## src/design/assert_macros.svh

```systemverilog
// Assertion macros used by occupancy_grid_ray_update.
// Needs signals clk and rst_n in the scope where a macro is used.
`ifndef ASSERT_MACROS_SVH
`define ASSERT_MACROS_SVH

// prop must hold at every clock edge outside reset
`define ASSERT_CLK(label, prop, msg) \
  label: assert property (@(posedge clk) disable iff (!rst_n) (prop)) else $error(msg);

// cond must never be true at a clock edge outside reset
`define ASSERT_NEVER(label, cond, msg) \
  label: assert property (@(posedge clk) disable iff (!rst_n) !(cond)) else $error(msg);

`endif

```

## src/design/ogru_ram.sv

```systemverilog
// Generic single-write, single-read RAM with registered read data.
// No dependencies.
module ogru_ram #(
  parameter int WIDTH = 4,
  parameter int DEPTH = 1024
) (
  input  logic                     clk,
  input  logic                     we,
  input  logic [$clog2(DEPTH)-1:0] waddr,
  input  logic [WIDTH-1:0]         wdata,
  input  logic                     re,
  input  logic [$clog2(DEPTH)-1:0] raddr,
  output logic [WIDTH-1:0]         rdata
);

  logic [WIDTH-1:0] mem [DEPTH];

  always_ff @(posedge clk) begin
    if (we) begin
      mem[waddr] <= wdata;
    end
    if (re) begin
      rdata <= mem[raddr];
    end
  end

endmodule

```

## config.mk

```make
export PLATFORM = sky130hd
export DESIGN_NAME = ogru_ram
export DESIGN_NICKNAME = d
export VERILOG_FILES = /design/src/design/assert_macros.svh /design/src/design/ogru_ram.sv
export SDC_FILE = /design/constraint.sdc
export NUM_CORES = 2
export LEC_CHECK = 0
export ABC_AREA = 1
export BUFFER_PORTS_ARGS = -buffer_cell sky130_fd_sc_hd__buf_2
export CAP_MARGIN = 20
export CORE_MARGIN = 3
export CORE_UTILIZATION = 25
export CTS_CLUSTER_DIAMETER = 120
export DETAILED_ROUTE_END_ITERATION = 8
export PLACE_DENSITY_LB_ADDON = 0.08
export SLEW_MARGIN = 0
export SYNTH_ARGS = -nofsm -noshare
export SYNTH_HDL_FRONTEND = slang
export SYNTH_SLANG_ARGS = --single-unit
```

## constraint.sdc

```tcl
create_clock -name clk -period 2.1 [get_ports clk]
set_input_delay 0.105 -clock clk [delete_from_list [all_inputs] [get_ports clk]]
set_output_delay 0.105 -clock clk [all_outputs]
set_load 0.05 [all_outputs]
```

==> impl_metrics.json <==
{
  "vias": 115623,
  "reg2reg_depth": 12,
  "synth_top_cell_area_share_pct": 72.72,
  "grt.overflow.total": 0,
  "max_freq_ghz": 0.4621,
  "worst_slack_ns": -0.06391,
  "final_nets": 15943,
  "setup_viol": 45,
  "drtAntennaViolNets": 0,
  "synth-edff-count": 4100,
  "chipHeight_um": 828.9,
  "htree_levels": 5,
  "yosysUniqueCellTypes": 17,
  "dieArea_sq_mm": 0.6871,
  "yosys_warnings": 0,
  "power_frac_comb_pct": 7.3,
  "initial_core_util_pct": 25.14,
  "ys_seq_area_share_pct": 72.72,
  "slew_viol_final": 0,
  "clkTransAtPathRegs_ns": 0.06,
  "reg2reg_from": "mem[799][2]",
  "yosysMostFrequentCell": "nand2_1",
  "finalHoldViolations": 0,
  "grt_usage_pct": 18.11,
  "worstMarginPinSlew_ns": 0.8005,
  "portBuffers": 30,
  "netlist_top_cells_area": "edfxtp_1 (73%), nand3_1 (12%), nand2_1 (9.3%)",
  "ys_ff_latch": 4100,
  "crit_path_end_kind": "register",
  "finalPower_mw": 185.9,
  "critPathRequiredTime_ns": 2.79,
  "cap_violations": 0,
  "min_path_type": "primary input to register",
  "cts_buffers": 480,
  "dp_hpwl_um": 410300,
  "syn_to_final_growth_pct": 25.86,
  "switching_share_pct": 23.96,
  "clockBufferDepth": 4,
  "cts_root_buf": "clkbuf_16",
  "vdd_drop_max_mv": 0.7056,
  "antenna_found_initial": 70,
  "synth_cells": 14579,
  "final_cells": 25270,
  "clk_latency_ns": 1.04,
  "path_class": "primary input to register",
  "violations": "setup timing",
  "die_w_um": 828.9,
  "grt_max_degree": 101,
  "post_drt_wl_per_cell_um": 25.37,
  "final_core_util_pct": 31.64,
  "via_per_inst": 4.576,
  "cp.arrival_ns": 2.85,
  "dp_cells": 24350,
  "cts_tree": "done",
  "status": "complete, but fails checks",
  "synthArstFlopShare_pct": 0,
  "avgSynthCellArea_sq_um": 11.61,
  "power_frac_clock_pct": 44.2,
  "grt_first_pass_wirelength_um": 905100,
  "post-route-period-util_pct": 103.0,
  "switching_power_mw": 44.53,
  "worstPathMaxFanout": 8,
  "drt_iter0_drc": 8571,
  "dr.pass1.iters": 5,
  "routed_wirelength_um": 641000,
  "worst_r2r_endpoint": "rdata[2]",
  "synth_ff_type": "edfxtp_1",
  "cp-start-kind": "primary input",
  "yosys-top-cells-count": "nand2_1 (4178), edfxtp_1 (4100), nand3_1 (4086), nor2_1 (1040), buf_2 (481)",
  "drive_gt1_share_pct": 19.38,
  "fin_crit_ns": 2.164,
  "r2r_setup_slack_ns": 0.02,
  "relSlewSlack_pct": 46.57,
  "p_leak_nw": 75.54,
  "pwr-share-seq_pct": 48.5,
  "p_int_mw": 141.3,
  "hold_depth": 6,
  "powerDensity_mw_per_mm2": 872.3,
  "clock-sinks": 4100,
  "hold_end": "mem[766][2]",
  "gp_congestion": 0.7768,
  "worstHoldStart": "waddr[5]",
  "synth_nets": 14606,
  "grt_pass1_vias": 117468,
  "synth_largest_area_cell": "edfxtp_1",
  "netlist_area_sq_mm": 0.1693,
  "rsz0062_at_grt": "yes",
  "io_pins": 31,
  "core_area_sq_mm": 0.6734,
  "core.rowCount": 301,
  "fin_skew_ns": 0.08429,
  "drc_errors": 0
}
==> per-stage QoR <==
step                      area (sq um)  hold WS (ns)  TNS (ns)  worst slack [ns]
after floorplan                 169300        0.2039         0            0.2564
after global placement          194100        0.5161    -80.79            -1.535
after detailed placement        194100        0.5121    -61.10            -1.502
after CTS                       211100       0.01080   -0.1290          -0.04405
after global routing            213100       0.08917  -0.07803          -0.02252
final                           213100        0.1217    -1.497          -0.06391
==> cells by family after synthesis <==
| family | after synthesis | synth area share [%] |
|---|---|---|
| flops | 4100 | 72.72 |
| simple gates | 9335 | 23.75 |
| buf+inv | 1144 | 3.530 |
==> flip-flops by register name, indices dropped and copies added, names as in the netlist <==
name	flops
mem	4096
rdata	4
==> worst max-delay path, stage by stage <==
cell and delay [ns]:
dlygate4sd3_1 0.52, buf_2 0.23, nand2_1 0.09, dlygate4sd3_1 0.59
buf_4 0.20, nor2_1 0.29, nand2_4 0.21, buf_12 0.22
nor2_1 0.32
==> worst max path at each step <==
stage / start / to / slack (ns) / depth (start not counted)
floorplan: waddr[2] / mem[443][0] / 0.26 / 8
global placement: raddr[0] / rdata[1] / -1.54 / 17
detailed placement: raddr[0] / rdata[1] / -1.50 / 17
CTS: rdata[0] / rdata[0] / -0.04 / 2
global route: mem[59][3] / rdata[3] / -0.02 / 14
finish: waddr[0] / mem[123][3] / -0.06 / 9
==> metal layers <==
layer	share of wire, %	GRT usage, %
met1	47	26.13
met2	46	29.49
met3	4.0	2.030
met4	2.2	3.533
met5	0.0020	0
==> power by group through the flow <==
stage | clock, mW | combinational, mW | sequential, mW
floorplan | 0 | 5.64 | 91.9
global placement | 0 | 13.1 | 91.8
detailed placement | 0 | 13.0 | 91.8
CTS | 84.9 | 13.4 | 90.1
global route | 88.1 | 14.7 | 90.0
finish | 82.2 | 13.5 | 90.1
==> repair_timing <==
action / 4_1_cts / 5_1_grt
pin swaps: 48 / 124
endpoints found under the setup margin: 8 / 89
endpoints found under the hold margin: 4126 / 0
hold buffers: 22 / 0
setup buffers: 0 / 3
resized for setup: 293 / 376
==> cell usage in the layout (no fill, tap or decap), types with 27 or more instances in the layout <==
cell | synthesis | routed
buf_4 | 157 | 1517
bufinv_16 | 0 | 42
clkbuf_16 | 0 | 485
nand2_1 | 4178 | 4135
nand3_4 | 0 | 92
clkinv_2 | 0 | 91
nand2_4 | 0 | 27
clkbuf_1 | 243 | 105
clkinv_1 | 2 | 141
nor2_1 | 1040 | 1036
buf_12 | 1 | 372
edfxtp_1 | 4100 | 4100
nand3_2 | 0 | 435
nand3_1 | 4086 | 3559
inv_1 | 38 | 35
==> cell type report <==
class	instances	area [sq um]
diodes	6	15.01
clock buffers	590	12530
clock inverters	302	2683
fillers	68511	460300
inverters	44	222.7
multi-input cells	9335	43800
flip-flops and latches	4100	123100
well taps	8938	11180
repair buffers	1955	19510
Power figures use the tool's default switching activity.
